`config.mk`:
```
export PLATFORM = sky130hd
export DESIGN_NAME = sorted_priority_queue
export DESIGN_NICKNAME = d
export VERILOG_FILES = /design/src/sv/spq_pkg.sv /design/src/sv/sorted_priority_queue.sv
export SDC_FILE = /design/constraint.sdc
export NUM_CORES = 1
export LEC_CHECK = 0
export BUFFER_PORTS_ARGS = -buffer_cell sky130_fd_sc_hd__buf_2
export CORE_MARGIN = 5
export CORE_UTILIZATION = 50
export DETAILED_ROUTE_END_ITERATION = 8
export GPL_TIMING_DRIVEN = 0
export PLACE_DENSITY = 0.64
export SLEW_MARGIN = 20
export SYNTH_ARGS = -nofsm -noshare
export SYNTH_HDL_FRONTEND = slang
export SYNTH_SLANG_ARGS = --single-unit
```
`constraint.sdc`:
```
create_clock -name clock -period 6.1 [get_ports clock]
set_input_delay 1.83 -clock clock [delete_from_list [all_inputs] [get_ports clock]]
set_output_delay 1.83 -clock clock [all_outputs]
set_load 0.01 [all_outputs]
```
`src/sv/spq_pkg.sv`:
```
`timescale 1ns / 1ps
// Shared types and constants for the sorted priority queue.
// Depends on nothing; imported by the queue and its checker.
package spq_pkg;

   localparam int SPQ_QUEUE_DEPTH = 16;

   localparam int KEY_W    = 16;
   localparam int HANDLE_W = 8;
   localparam int OCC_W    = 5;

   localparam logic [1:0] OP_PUSH = 2'd0;
   localparam logic [1:0] OP_POP  = 2'd1;
   localparam logic [1:0] OP_PEEK = 2'd2;

   typedef enum logic [2:0] {
      ST_IDLE,
      ST_PUSH_CMP,
      ST_PUSH_PLACE,
      ST_POP_READ,
      ST_FINISH
   } spq_state_type;

   typedef struct packed {
      logic [KEY_W-1:0]    key;
      logic [HANDLE_W-1:0] handle;
   } spq_entry_type;

   typedef struct packed {
      logic                entry_valid;
      logic [HANDLE_W-1:0] entry_handle;
      logic [KEY_W-1:0]    entry_key;
      logic                queue_empty;
      logic                push_dropped;
   } spq_result_type;

endpackage

```
`src/sv/sorted_priority_queue.sv`:
```
`timescale 1ns / 1ps
// Sorted priority queue. A push into an empty or full queue and opcode 3 go straight to the finish
// state, pop and peek first read the served slot if any, and other pushes walk the held entries,
// shifting each smaller one. The walk compares one slot per cycle through the memory's one read port.
// One word is in flight at a time; a new word can be taken in the cycle after the result is loaded.
// Reset (synchronous, active high) empties the queue at once and stalls the request side while
// held; the entry memory is not cleared, since only entries below the fill count are ever read.
module sorted_priority_queue
   import spq_pkg::*;
#(
   parameter int QUEUE_DEPTH = SPQ_QUEUE_DEPTH
) (
   input  logic                clock,
   input  logic                reset,
   input  logic                req_valid,
   output logic                req_stall,
   input  logic [1:0]          req_opcode,
   input  logic [KEY_W-1:0]    req_key,
   input  logic [HANDLE_W-1:0] req_handle,
   output logic                rsp_valid,
   input  logic                rsp_stall,
   output logic                rsp_entry_valid,
   output logic [HANDLE_W-1:0] rsp_entry_handle,
   output logic [KEY_W-1:0]    rsp_entry_key,
   output logic                rsp_queue_empty,
   output logic                rsp_push_dropped,
   output logic [OCC_W-1:0]    rsp_occupancy
);

   // Address width covers the slots; the count must also hold the full depth itself.
   localparam int ADDR_W = $clog2(QUEUE_DEPTH);
   localparam int CNT_W  = $clog2(QUEUE_DEPTH + 1);
   localparam logic [CNT_W-1:0] FULL_COUNT = CNT_W'(QUEUE_DEPTH);

   // Entries are kept sorted with the largest key at slot 0; the served entry sits in the
   // last occupied slot, count - 1. The memory has one write and one registered read port.
   spq_entry_type mem [QUEUE_DEPTH];
   spq_entry_type rd_data_ff;

   logic              mem_we;
   logic [ADDR_W-1:0] mem_wr_addr;
   spq_entry_type     mem_wdata;
   logic              mem_re;
   logic [ADDR_W-1:0] mem_rd_addr;

   spq_state_type state_ff, state_in;
   logic [CNT_W-1:0] count_ff, count_in;
   logic [CNT_W-1:0] pos_ff, pos_in;

   // The accepted word is held here while the walk runs.
   logic [1:0]    op_ff, op_in;
   spq_entry_type new_ff, new_in;

   // The result is built in res_ff and moved into the output register when that is free,
   // so a finished word may wait downstream while the next one is being taken.
   spq_result_type res_ff, res_in;
   spq_result_type rsp_ff, rsp_in;
   logic [OCC_W-1:0] occ_ff, occ_in;
   logic rsp_valid_ff, rsp_valid_in;

   logic [CNT_W-1:0] count_dec;
   logic [CNT_W-1:0] pos_dec;
   logic [CNT_W-1:0] pos_dec2;
   spq_entry_type    req_entry;

   assign count_dec = count_ff - CNT_W'(1);
   assign pos_dec   = pos_ff - CNT_W'(1);
   assign pos_dec2  = pos_ff - CNT_W'(2);
   assign req_entry = '{key: req_key, handle: req_handle};

   always_ff @(posedge clock) begin
      if (mem_we) begin
         mem[mem_wr_addr] <= mem_wdata;
      end
      if (mem_re) begin
         rd_data_ff <= mem[mem_rd_addr];
      end
   end

   always_ff @(posedge clock) begin
      if (reset) begin
         state_ff     <= ST_IDLE;
         count_ff     <= '0;
         rsp_valid_ff <= 1'b0;
      end else begin
         state_ff     <= state_in;
         count_ff     <= count_in;
         rsp_valid_ff <= rsp_valid_in;
      end
   end

   always_ff @(posedge clock) begin
      pos_ff <= pos_in;
      op_ff  <= op_in;
      new_ff <= new_in;
      res_ff <= res_in;
      rsp_ff <= rsp_in;
      occ_ff <= occ_in;
   end

   always_comb begin
      state_in     = state_ff;
      count_in     = count_ff;
      pos_in       = pos_ff;
      op_in        = op_ff;
      new_in       = new_ff;
      res_in       = res_ff;
      rsp_in       = rsp_ff;
      occ_in       = occ_ff;
      rsp_valid_in = rsp_valid_ff && rsp_stall;
      mem_we       = 1'b0;
      mem_wr_addr  = pos_ff[ADDR_W-1:0];
      mem_wdata    = new_ff;
      mem_re       = 1'b0;
      mem_rd_addr  = count_dec[ADDR_W-1:0];
      req_stall    = (state_ff != ST_IDLE) || reset;

      case (state_ff)
         ST_IDLE: begin
            if (req_valid) begin
               op_in  = req_opcode;
               new_in = req_entry;
               res_in = '0;
               case (req_opcode)
                  OP_PUSH: begin
                     if (count_ff == FULL_COUNT) begin
                        res_in.push_dropped = 1'b1;
                        state_in = ST_FINISH;
                     end else if (count_ff == '0) begin
                        // Nothing to walk past: the word goes straight into slot 0.
                        mem_we      = 1'b1;
                        mem_wr_addr = '0;
                        mem_wdata   = req_entry;
                        count_in    = CNT_W'(1);
                        state_in    = ST_FINISH;
                     end else begin
                        mem_re   = 1'b1;
                        pos_in   = count_ff;
                        state_in = ST_PUSH_CMP;
                     end
                  end
                  OP_POP, OP_PEEK: begin
                     if (count_ff == '0) begin
                        res_in.queue_empty = 1'b1;
                        state_in = ST_FINISH;
                     end else begin
                        mem_re   = 1'b1;
                        state_in = ST_POP_READ;
                     end
                  end
                  default: begin
                     state_in = ST_FINISH;
                  end
               endcase
            end
         end

         ST_PUSH_CMP: begin
            // rd_data_ff holds slot pos - 1. A strictly smaller key moves one slot towards the tail;
            // an equal or larger key stops the walk, so the newest of equal keys is served first.
            mem_we = 1'b1;
            if (rd_data_ff.key < new_ff.key) begin
               mem_wdata = rd_data_ff;
               pos_in    = pos_dec;
               if (pos_dec != '0) begin
                  mem_re      = 1'b1;
                  mem_rd_addr = pos_dec2[ADDR_W-1:0];
               end else begin
                  state_in = ST_PUSH_PLACE;
               end
            end else begin
               count_in = count_ff + CNT_W'(1);
               state_in = ST_FINISH;
            end
         end

         ST_PUSH_PLACE: begin
            // Every held entry was smaller, so the new word lands in slot 0.
            mem_we   = 1'b1;
            count_in = count_ff + CNT_W'(1);
            state_in = ST_FINISH;
         end

         ST_POP_READ: begin
            res_in.entry_valid  = 1'b1;
            res_in.entry_key    = rd_data_ff.key;
            res_in.entry_handle = rd_data_ff.handle;
            if (op_ff == OP_POP) begin
               count_in = count_dec;
            end
            state_in = ST_FINISH;
         end

         ST_FINISH: begin
            if (!rsp_valid_ff || !rsp_stall) begin
               rsp_in       = res_ff;
               occ_in       = OCC_W'(count_ff);
               rsp_valid_in = 1'b1;
               state_in     = ST_IDLE;
            end
         end

         default: begin
            state_in = ST_IDLE;
         end
      endcase
   end

   assign rsp_valid        = rsp_valid_ff;
   assign rsp_entry_valid  = rsp_ff.entry_valid;
   assign rsp_entry_handle = rsp_ff.entry_handle;
   assign rsp_entry_key    = rsp_ff.entry_key;
   assign rsp_queue_empty  = rsp_ff.queue_empty;
   assign rsp_push_dropped = rsp_ff.push_dropped;
   assign rsp_occupancy    = occ_ff;

endmodule

```
==> results.tsv, run 1 <==
stage	metric	value	unit
route	drt-met1-wl	21500	um
floorplan	fp.dieW	215	um
finish	areaGrowthSynthToFinish	14.5	%
grt	grt_start_max_net_pins	29	
floorplan	io_pins	64	
route	routed.top_layer	met5	
cts	ctsHoldBuffers	0	
place	place_area	0.0226	mm2
floorplan	die_h	215	um
route	drt-pass1-iter-count	7	
setup_path	path_class	reg -> reg	
floorplan	die-area	0.0463	mm2
place	place_congestion	0.876	
setup_path	cp-start-kind	register	
sta	hold_viol_final	0	
setup_path	cp-end-kind	register	
grt	track_usage	21.9	%
setup_path	critPathTopFamily	buffers and inverters	
power_and_ir_drop	power	0.0102	W
setup_path	cp_cell_sequence	clkbuf_1 > inv_1 > ha_1 > xnor2_1 > and3b_1 > a21o_1 > o41a_2 > clkbuf_1 > clkbuf_1 > o21ai_0 > a21oi_1 > nor4_1 > nand3_1	
cts	htree_levels	2	
setup_path	crit_path_max_incr_delay	730	ps
route	route.met3.wl	4030	um
logic_synthesis	yosysTopAreaCell	edfxtp_1	
setup_path	arrival	4990	ps
place	numPortBuffers	62	
logic_synthesis	yosysSeqAreaShare	72.0	%
setup_path	path_depth	13	
sta	drv_slew	0	
sta	post-route-period-util	77.7	%
sta	max_slew_margin	30.8	%
power_and_ir_drop	power_density	425	mW/mm2
grt	antenna_found_initial	2	
logic_synthesis	synthesis.area	0.0210	mm2
setup_path	r2r_start	pos_ff[0]$_DFFE_PP_	
power_and_ir_drop	switching_share	32.4	%
cts	cts_root_buf	clkbuf_16	
min_path	worstHoldPathType	reg -> reg	
route	drc_errors	0	
setup_path	cp.buffers_inverters	4	
route	wirelength	51500	um
logic_synthesis	synth_top_area_share	71.1	%
finish	most-common-layout-cells	498 x edfxtp_1, 127 x nand3_1, 113 x a21oi_1	
sta	rsz0062_at_grt	no	
sta	worst_pin_slew	1030	ps
setup_path	r2r_end	rd_data_ff[18]$_DFFE_PP_	
grt	grt_pass1_wl	77900	um
sta	fin_skew	15.7	ps
run_status	status	completed	
power_and_ir_drop	switchingPower	0.00331	W
setup_path	cpMostUsedCell	clkbuf_1	
power_and_ir_drop	pwr-share-clk	27.8	%
grt	grt_pass1_vias	12754	
job	drv_cap	0	
sta	setup_violations	0	
power_and_ir_drop	pwr-share-seq	43.2	%
sta	post-route-min-period	4740	ps
cts	cts_made_buffers	49	
logic_synthesis	synth_edf_count	498	
logic_synthesis	synthesis.nets	1448	
finish	n_antenna_cell	0	
logic_synthesis	synthDistinctLibCells	73	
setup_path	ff2ff_setup_slack	1360	ps
sta	fmax	211	MHz
floorplan	num_rows	75	
setup_path	crit_path_max_fanout	10	
cts	cts_setup_buffers	0	
cts	clkSlewWorstSetupHoldPaths	60	ps
setup_path	worstPathRequired	6350	ps
cts	cts_sinks	507	
logic_synthesis	async_flop_share	0	%
finish	final_common_cell	edfxtp_1	
cts	cts_tree	yes	
route	drt-wirelength-per-cell	24.3	um
route	drt_iter0_drc	1442	
setup_path	cp-endpoint	rd_data_ff[18]$_DFFE_PP_	
place	dp_hpwl	35500	um
sta	whs	416	ps
cts	clock_latency	570	ps
logic_synthesis	ys_warn_count	0	
route	vias	12729	
finish	final_cells	2117	
floorplan	coreArea	0.0418	mm2
finish	final_net_count	1594	
setup_path	startpoint	pos_ff[0]$_DFFE_PP_	
logic_synthesis	synth_cells	1394	
route	vias_per_cell	6.01	
logic_synthesis	ys.flop_type	edfxtp_1	
setup_path	rr_worst_depth	13	
route	wl_met2	24200	um
power_and_ir_drop	p_leak	8.39	nW
route	antenna_left	0	
power_and_ir_drop	irDropWorstVdd	0.000212	V
floorplan	start_util	50.4	%
place	dp.cells	2028	
cts	cts_buffer_depth	3	
cts	postCtsResizedCells	0	
logic_synthesis	avgSynthCellArea	15.1	um2
finish	stdcell_area	0.0241	mm2
logic_synthesis	synth.ff_latch_count	507	
grt	grt-ovfl-total	0	
power_and_ir_drop	combPwrFrac	29.0	%
finish	drive_gt1_share	18.8	%
power_and_ir_drop	intPower	0.00691	W
logic_synthesis	synth.area.top_cells	edfxtp_1 71%, nand3_1 3.0%, a21oi_1 2.7%, mux2_2 2.5%, o21ai_0 2.5%	
setup_path	cpMaxStageDelayCell	nor4_1	
layer usage:
layer / track usage, % / vias up
met2: 35.2 / 567
met1: 30.5 / 6285
met3: 3.80 / 126
li1: - / 5747
met5: 0 / -
met4: 7.45 / 4
sequential cells by signal, summed over array words and instances, names as in the netlist:
| signal | count |
|---|---|
| res_ff | 27 |
| rsp_queue_empty | 1 |
| rd_data_ff | 24 |
| pos_ff | 5 |
| state_ff | 3 |
| rsp_entry_key | 16 |
| rsp_entry_valid | 1 |
| rsp_push_dropped | 1 |
| rsp_valid | 1 |
| rsp_occupancy | 5 |
| op_ff | 2 |
| new_ff | 24 |
| mem | 384 |
| count_ff | 5 |
| rsp_entry_handle | 8 |
per-stage QoR:
| step | worst slack (ps) | utilization [%] | setup TNS (ps) |
|---|---|---|---|
| 2_1_floorplan | 870 | - | 0 |
| 3_3_place_gp | -1490 | 52.7 | -50440 |
| 3_5_place_dp | 865 | 54.1 | 0 |
| 4_1_cts | 1450 | 57.6 | 0 |
| 5_1_grt | 1230 | 57.6 | 0 |
| 6_report | 1360 | 57.6 | 0 |
cell usage after synthesis (4+ instances only):
cell	count
nor2_1	34
nor2b_1	4
inv_1	27
buf_6	6
and2_1	25
o21ai_0	105
a22oi_1	23
nor4_2	11
nand2_1	29
clkbuf_1	57
a221o_1	15
edfxtp_1	498
mux2i_1	50
nor3_1	16
o22a_1	24
a21oi_2	10
buf_2	19
a22o_1	9
dfxtp_1	9
a211oi_1	6
a21o_1	13
ha_1	24
nor4_1	15
a21oi_1	114
xnor2_1	6
nand3_1	127
buf_12	4
mux2_2	47
a31oi_1	5
worst min-delay path by stage:
stage,from,end,slack (ps),depth (start not counted)
floorplan,res_ff[18]$_DFFE_PP_,rsp_entry_handle[0]$_DFFE_PP_,400,0
detailed placement,res_ff[25]$_DFFE_PP_,rsp_entry_handle[7]$_DFFE_PP_,400,0
CTS,res_ff[18]$_DFFE_PP_,rsp_entry_handle[0]$_DFFE_PP_,420,0
global placement,res_ff[4]$_DFFE_PP_,rsp_entry_key[2]$_DFFE_PP_,400,0
finish,res_ff[2]$_DFFE_PP_,rsp_entry_key[0]$_DFFE_PP_,420,0
global route,res_ff[6]$_DFFE_PP_,rsp_entry_key[4]$_DFFE_PP_,420,0
power by group through the flow:
stage	logic [W]	registers, W	clock network, W
after global routing	0.00317	0.00443	0.00304
after detailed placement	0.00293	0.00449	0
final	0.00297	0.00441	0.00284
after CTS	0.00294	0.00442	0.00289
after global placement	0.00285	0.00449	0
after floorplan	0.00183	0.00449	0
cells by family after synthesis:
| kind of cell | Yosys count | share of synthesized area (%) |
|---|---|---|
| mux | 103 | 5.41 |
| flops | 507 | 72.0 |
| simple gates | 285 | 7.46 |
| buf+inv | 118 | 2.83 |
| xor+xnor | 9 | 0.375 |
| compound gates | 348 | 10.5 |
| fa+ha+maj | 24 | 1.43 |
final cells by class:
| type | instances | area [um2] |
|---|---|---|
| Fill cell | 3178 | 17700 |
| Sequential cell | 507 | 15100 |
| Multi-Input combinational cell | 769 | 5420 |
| Clock buffer | 65 | 1330 |
| Timing Repair Buffer | 95 | 752 |
| Tap cell | 539 | 674 |
| Buffer | 90 | 490 |
| Clock inverter | 24 | 163 |
| Inverter | 28 | 105 |
Power figures use the tool's default switching activity.
==> inputs of run 2 (changes only) <==
--- a/config.mk
+++ b/config.mk
@@ -10,7 +10,7 @@
 export CORE_UTILIZATION = 50
 export DETAILED_ROUTE_END_ITERATION = 8
 export GPL_TIMING_DRIVEN = 0
-export PLACE_DENSITY = 0.64
+export PLACE_DENSITY = 0.67
 export SLEW_MARGIN = 20
 export SYNTH_ARGS = -nofsm -noshare
 export SYNTH_HDL_FRONTEND = slang
==> constraint.sdc (replaced) <==
create_clock -name clock -period 4 [get_ports clock]
set_input_delay 1.2 -clock clock [delete_from_list [all_inputs] [get_ports clock]]
set_output_delay 1.2 -clock clock [all_outputs]
set_load 0.01 [all_outputs]
==> run 2 against run 1 <==
Net effect:
- core utilization rose by 0.67 points
- register-to-register slack got worse by 1400 ps
- routed wire length rose by 5.5%
- clock power rose by 52%
- die area did not move
- critical path type unchanged
- flip-flop and latch count did not move
- fmax rose by 19%
- worst setup slack got worse by 1400 ps
==> results.tsv, run 2 (same netlist as run 1, synthesis figures left out) <==
stage	metric	value	unit
route	antenna_left	0	
floorplan	num_rows	75	
cts	clock_latency	570	ps
finish	largest_reg_flops	384	
finish	final_common_cell	edfxtp_1	
route	drc_errors	0	
cts	cts_root_buf	clkbuf_16	
place	dp.cells	2026	
finish	top_regs	mem (384), res_ff (27)	
setup_path	cp-start-kind	register	
sta	fin_skew	11.7	ps
setup_path	path_class	reg -> reg	
finish	nFillCells	3145	
finish	final_net_count	1596	
min_path	min-delay-start	res_ff[6]$_DFFE_PP_	
setup_path	rr_worst_depth	11	
place	numPortBuffers	62	
power_and_ir_drop	power_density	650	mW/mm2
cts	cts_made_buffers	49	
place	place_congestion	0.900	
setup_path	ff2ff_setup_slack	2	ps
cts	htree_levels	2	
floorplan	fp.dieW	215	um
setup_path	r2r_end	rd_data_ff[19]$_DFFE_PP_	
cts	cts_buffer_depth	3	
sta	setup_violations	0	
min_path	worstHoldPathType	reg -> reg	
cts	clkSlewWorstSetupHoldPaths	70	ps
job	drv_cap	0	
sta	rsz0062_at_grt	yes	
floorplan	start_util	50.4	%
route	drt_iter0_drc	1569	
sta	fmax	250	MHz
grt	antenna_found_initial	3	
grt	grt_pass1_wl	81400	um
grt	grt_pass1_vias	12968	
run_status	status	completed	
sta	post-route-period-util	100	%
setup_path	arrival	4250	ps
floorplan	die_h	215	um
floorplan	io_pins	64	
min_path	hold_path_end	rsp_entry_key[4]$_DFFE_PP_	
floorplan	coreArea	0.0418	mm2
finish	drive_gt1_share	21.3	%
place	dp_hpwl	36800	um
sta	post-route-min-period	4000	ps
finish	top_register	mem	
sta	hold_viol_final	0	
power_and_ir_drop	irDropWorstVdd	0.000318	V
cts	cts_tree	yes	
finish	areaGrowthSynthToFinish	15.8	%
sta	fin_setup_tns	0	ps
sta	max_slew_margin	30.9	%
grt	grt_start_max_net_pins	29	
route	wirelength	54400	um
setup_path	r2r_start	rd_data_ff[23]$_DFFE_PP_	
min_path	hold_depth	0	
route	vias	13059	
sta	drv_slew	0	
floorplan	die-area	0.0463	mm2
setup_path	worstPathRequired	4250	ps
finish	most-common-layout-cells	498 x edfxtp_1, 122 x nand3_1, 113 x a21oi_1	
grt	track_usage	23.2	%
setup_path	crit_path_max_fanout	10	
route	drt-wirelength-per-cell	25.6	um
cts	cts_sinks	507	
setup_path	cp-end-kind	register	
finish	final_cells	2120	
grt	grt-ovfl-total	0	
route	drt-pass1-iter-count	5	
power_and_ir_drop	p_leak	8.49	nW
route	vias_per_cell	6.16	
sta	worst_pin_slew	1030	ps
-- run 2: critical path: stages (launching register included) --
cell	delay (ps)
edfxtp_1	500
ha_1	370
and4_1	250
a31oi_1	280
o21ai_2	180
or4_1	580
buf_6	210
mux2i_4	320
buf_4	260
a21oi_1	90
nor4_1	390
nand3_1	240
-- run 2: repair_timing --
item | in CTS | in global routing
setup buffers | 0 | 4
hold endpoints to repair | 0 | 0
gates resized for setup | 24 | 39
hold buffers | 0 | 0
pin swaps | 0 | 2
setup endpoints to repair | 312 | 247
-- run 2: per-layer routing --
metal	wire [um]	GRT usage (%)	vias up
met5	0	0	-
met4	2050	8.17	0
met3	5220	4.59	127
met2	25700	37.9	703
met1	21400	31.4	6467
li1	-	-	5762
-- run 2: cell type report --
cell class                      count  area [um2]  area share, %
Clock inverter                     26         208          0.853
Tap cell                          539         674           2.77
Multi-Input combinational cell    769        5600           23.0
Buffer                             90         538           2.21
Clock buffer                       63        1280           5.25
Inverter                           28         105          0.432
Sequential cell                   507       15100           62.2
Timing Repair Buffer               97         803           3.30
Antenna cell                        1        2.50         0.0103
-- run 2: worst max path at each step --
| stage | start | end | slack (ps) | cells after the start |
|---|---|---|---|---|
| after floorplan | req_opcode[0] | mem[8][0]$_DFFE_PP_ | 220 | 9 |
| after global placement | state_ff[0]$_SDFFE_PP0P_ | mem[9][9]$_DFFE_PP_ | -1910 | 6 |
| after detailed placement | pos_ff[0]$_DFFE_PP_ | rd_data_ff[8]$_DFFE_PP_ | -430 | 12 |
| after CTS | rd_data_ff[23]$_DFFE_PP_ | mem[2][7]$_DFFE_PP_ | 4 | 10 |
| after global routing | rd_data_ff[23]$_DFFE_PP_ | rd_data_ff[19]$_DFFE_PP_ | -30 | 11 |
| final | rd_data_ff[23]$_DFFE_PP_ | rd_data_ff[19]$_DFFE_PP_ | 2 | 11 |
-- run 2: report_power, final --
group	leakage (nW)	total, W	switching [W]	internal, W
Clock	0.721	0.00433	0.00189	0.00245
Combinational	3.15	0.00476	0.00316	0.00160
Sequential	4.62	0.00673	0.000112	0.00662
-- run 2: through the flow --
stage | util (%) | total power, W | area, um2 | worst slack, ps | hold slack (ps)
after floorplan | - | 0.00964 | 21000 | 216 | 400
after global placement | 52.7 | 0.0112 | 22000 | -1910 | 401
after detailed placement | 54.2 | 0.0113 | 22600 | -429 | 405
after CTS | 58.0 | 0.0157 | 24200 | 3.55 | 412
after global routing | 58.3 | 0.0165 | 24300 | -27.1 | 420
final | 58.3 | 0.0158 | 24300 | 1.85 | 409
==> inputs of run 3 (changes only) <==
--- a/config.mk
+++ b/config.mk
@@ -11,6 +11,7 @@
 export DETAILED_ROUTE_END_ITERATION = 8
 export GPL_TIMING_DRIVEN = 0
 export PLACE_DENSITY = 0.67
+export SETUP_SLACK_MARGIN = 0.4
 export SLEW_MARGIN = 20
 export SYNTH_ARGS = -nofsm -noshare
 export SYNTH_HDL_FRONTEND = slang
==> run 3 against run 2 <==
Net effect:
- clock-buffer cell count increased by 6
- critical path depth up 2
- core utilization up 2.1 points
- largest power group unchanged
- flip-flop and latch count did not move
- total power increased by 6.2%
- routed wire length increased by 1.8%
- combinational power is 15% higher
- via count increased by 2.1%
- clock power is 6.2% higher
==> results.tsv, run 3 (same netlist as run 1, synthesis figures left out) <==
stage	metric	value	unit
power_and_ir_drop	irDropWorstVdd	0.000362	V
sta	post-route-min-period	3590	ps
cts	clkSlewWorstSetupHoldPaths	60	ps
setup_path	cp-start-kind	register	
grt	grt_start_max_net_pins	29	
setup_path	crit_path_max_fanout	10	
cts	htree_levels	2	
sta	setup_violations	0	
cts	cts_made_buffers	48	
finish	final_common_cell	edfxtp_1	
power_and_ir_drop	power_density	666	mW/mm2
route	drt-pass1-iter-count	6	
finish	top_regs	mem (384), res_ff (27)	
route	antenna_left	0	
grt	track_usage	23.2	%
place	place_congestion	0.913	
grt	grt-ovfl-total	0	
power_and_ir_drop	p_leak	8.87	nW
cts	cts_sinks	507	
finish	stdcell_area	0.0252	mm2
route	vias	13338	
sta	drv_slew	0	
finish	drive_gt1_share	27.3	%
floorplan	fp.dieW	215	um
route	vias_per_cell	6.19	
sta	worst_pin_slew	1010	ps
setup_path	rr_worst_depth	13	
place	numPortBuffers	62	
sta	fin_setup_tns	0	ps
min_path	worstHoldPathType	reg -> reg	
setup_path	cp-end-kind	register	
route	drt_iter0_drc	1673	
finish	areaGrowthSynthToFinish	19.9	%
floorplan	start_util	50.4	%
run_status	status	completed	
setup_path	r2r_end	rd_data_ff[18]$_DFFE_PP_	
floorplan	num_rows	75	
setup_path	path_class	reg -> reg	
cts	ctsHoldBuffers	0	
cts	clock_latency	580	ps
route	drc_errors	0	
grt	grt_pass1_vias	13048	
route	wirelength	55300	um
sta	hold_viol_final	0	
finish	final_core_util	60.4	%
place	dp_hpwl	36700	um
setup_path	cp-endpoint	rd_data_ff[18]$_DFFE_PP_	
setup_path	arrival	3880	ps
sta	rsz0062_at_grt	yes	
finish	most-common-layout-cells	498 x edfxtp_1, 116 x nand3_1, 113 x a21oi_1	
cts	cts_buffer_depth	3	
cts	cts_tree	yes	
finish	n_antenna_cell	0	
cts	cts_root_buf	clkbuf_16	
grt	grt_pass1_wl	81300	um
setup_path	worstPathRequired	4280	ps
sta	fin_skew	25.1	ps
job	drv_cap	0	
sta	post-route-period-util	89.8	%
floorplan	die-area	0.0463	mm2
setup_path	startpoint	rd_data_ff[15]$_DFFE_PP_	
grt	antenna_found_initial	1	
floorplan	die_h	215	um
finish	largest_reg_flops	384	
floorplan	coreArea	0.0418	mm2
sta	fmax	278	MHz
setup_path	ff2ff_setup_slack	410	ps
place	place_area	0.0226	mm2
sta	max_slew_margin	32.4	%
finish	top_register	mem	
floorplan	io_pins	64	
finish	final_net_count	1634	
route	drt-wirelength-per-cell	25.7	um
setup_path	r2r_start	rd_data_ff[15]$_DFFE_PP_	
[run 3: cell types whose count changed in the layout (fill, tap and decap cells not counted), sizes merged]
| cell | before | now |
|---|---|---|
| clkbuf | 123 | 125 |
| buf | 127 | 170 |
| bufinv | 3 | 5 |
| clkinv | 20 | 11 |
| clkinvlp | 2 | 1 |
| diode | 1 | 0 |
[run 3: layer usage]
layer  GRT usage [%]  part of all wire (%)
met4            8.77                   4.0
met5               0                     0
met2            37.7                    48
met3            4.15                   9.5
met1            31.5                    39
[run 3: cell type report]
cell class              count  area [um2]
fillers                  2982       16500
flip-flops and latches    507       15100
multi-input cells         769        5860
clock buffers              69        1360
repair buffers            136        1190
well taps                 539         674
plain buffers              90         663
clock inverters            18         226
inverters                  28         108
[run 3: timing repair]
item,CTS,global route
gates resized for setup,109,70
setup buffers,24,15
cloned,2,2
pin swaps,22,25
endpoints found under the setup margin,369,433
[run 3: through the flow]
step,hold slack [ps],std cells,setup WS [ps],power [W]
after CTS,416,2139,412,0.0164
after global placement,401,1995,-1830,0.0112
final,414,2156,407,0.0168
after global routing,425,2156,284,0.0174
after detailed placement,405,2026,-429,0.0113
after floorplan,400,1394,537,0.00964
[run 3: worst min path at each step]
| stage | start | to | slack, ps | cells past startpoint |
|---|---|---|---|---|
| 5_1_grt | res_ff[13]$_DFFE_PP_ | rsp_entry_key[11]$_DFFE_PP_ | 420 | 0 |
| 2_1_floorplan | res_ff[18]$_DFFE_PP_ | rsp_entry_handle[0]$_DFFE_PP_ | 400 | 0 |
| 3_5_place_dp | res_ff[19]$_DFFE_PP_ | rsp_entry_handle[1]$_DFFE_PP_ | 400 | 0 |
| 4_1_cts | res_ff[1]$_SDFFCE_PP0P_ | rsp_queue_empty$_DFFE_PP_ | 420 | 0 |
| 6_report | res_ff[1]$_SDFFCE_PP0P_ | rsp_queue_empty$_DFFE_PP_ | 410 | 0 |
| 3_3_place_gp | res_ff[3]$_DFFE_PP_ | rsp_entry_key[1]$_DFFE_PP_ | 400 | 0 |
[run 3: worst max-delay path, cell delays in order (launching register included)]
cell	delay (ps)
edfxtp_1	460
ha_4	290
a211o_1	280
a31oi_4	190
o21ai_4	120
or4_4	570
buf_12	180
mux2i_4	200
buf_12	160
buf_6	120
buf_12	110
a21oi_1	50
nor4_2	380
nand3_1	180
[run 3: power by group]
group / internal [W] / leakage, nW / switching (W)
Clock: 0.00269 / 0.778 / 0.00191
Sequential: 0.00661 / 4.62 / 0.000112
Combinational: 0.00210 / 3.47 / 0.00337
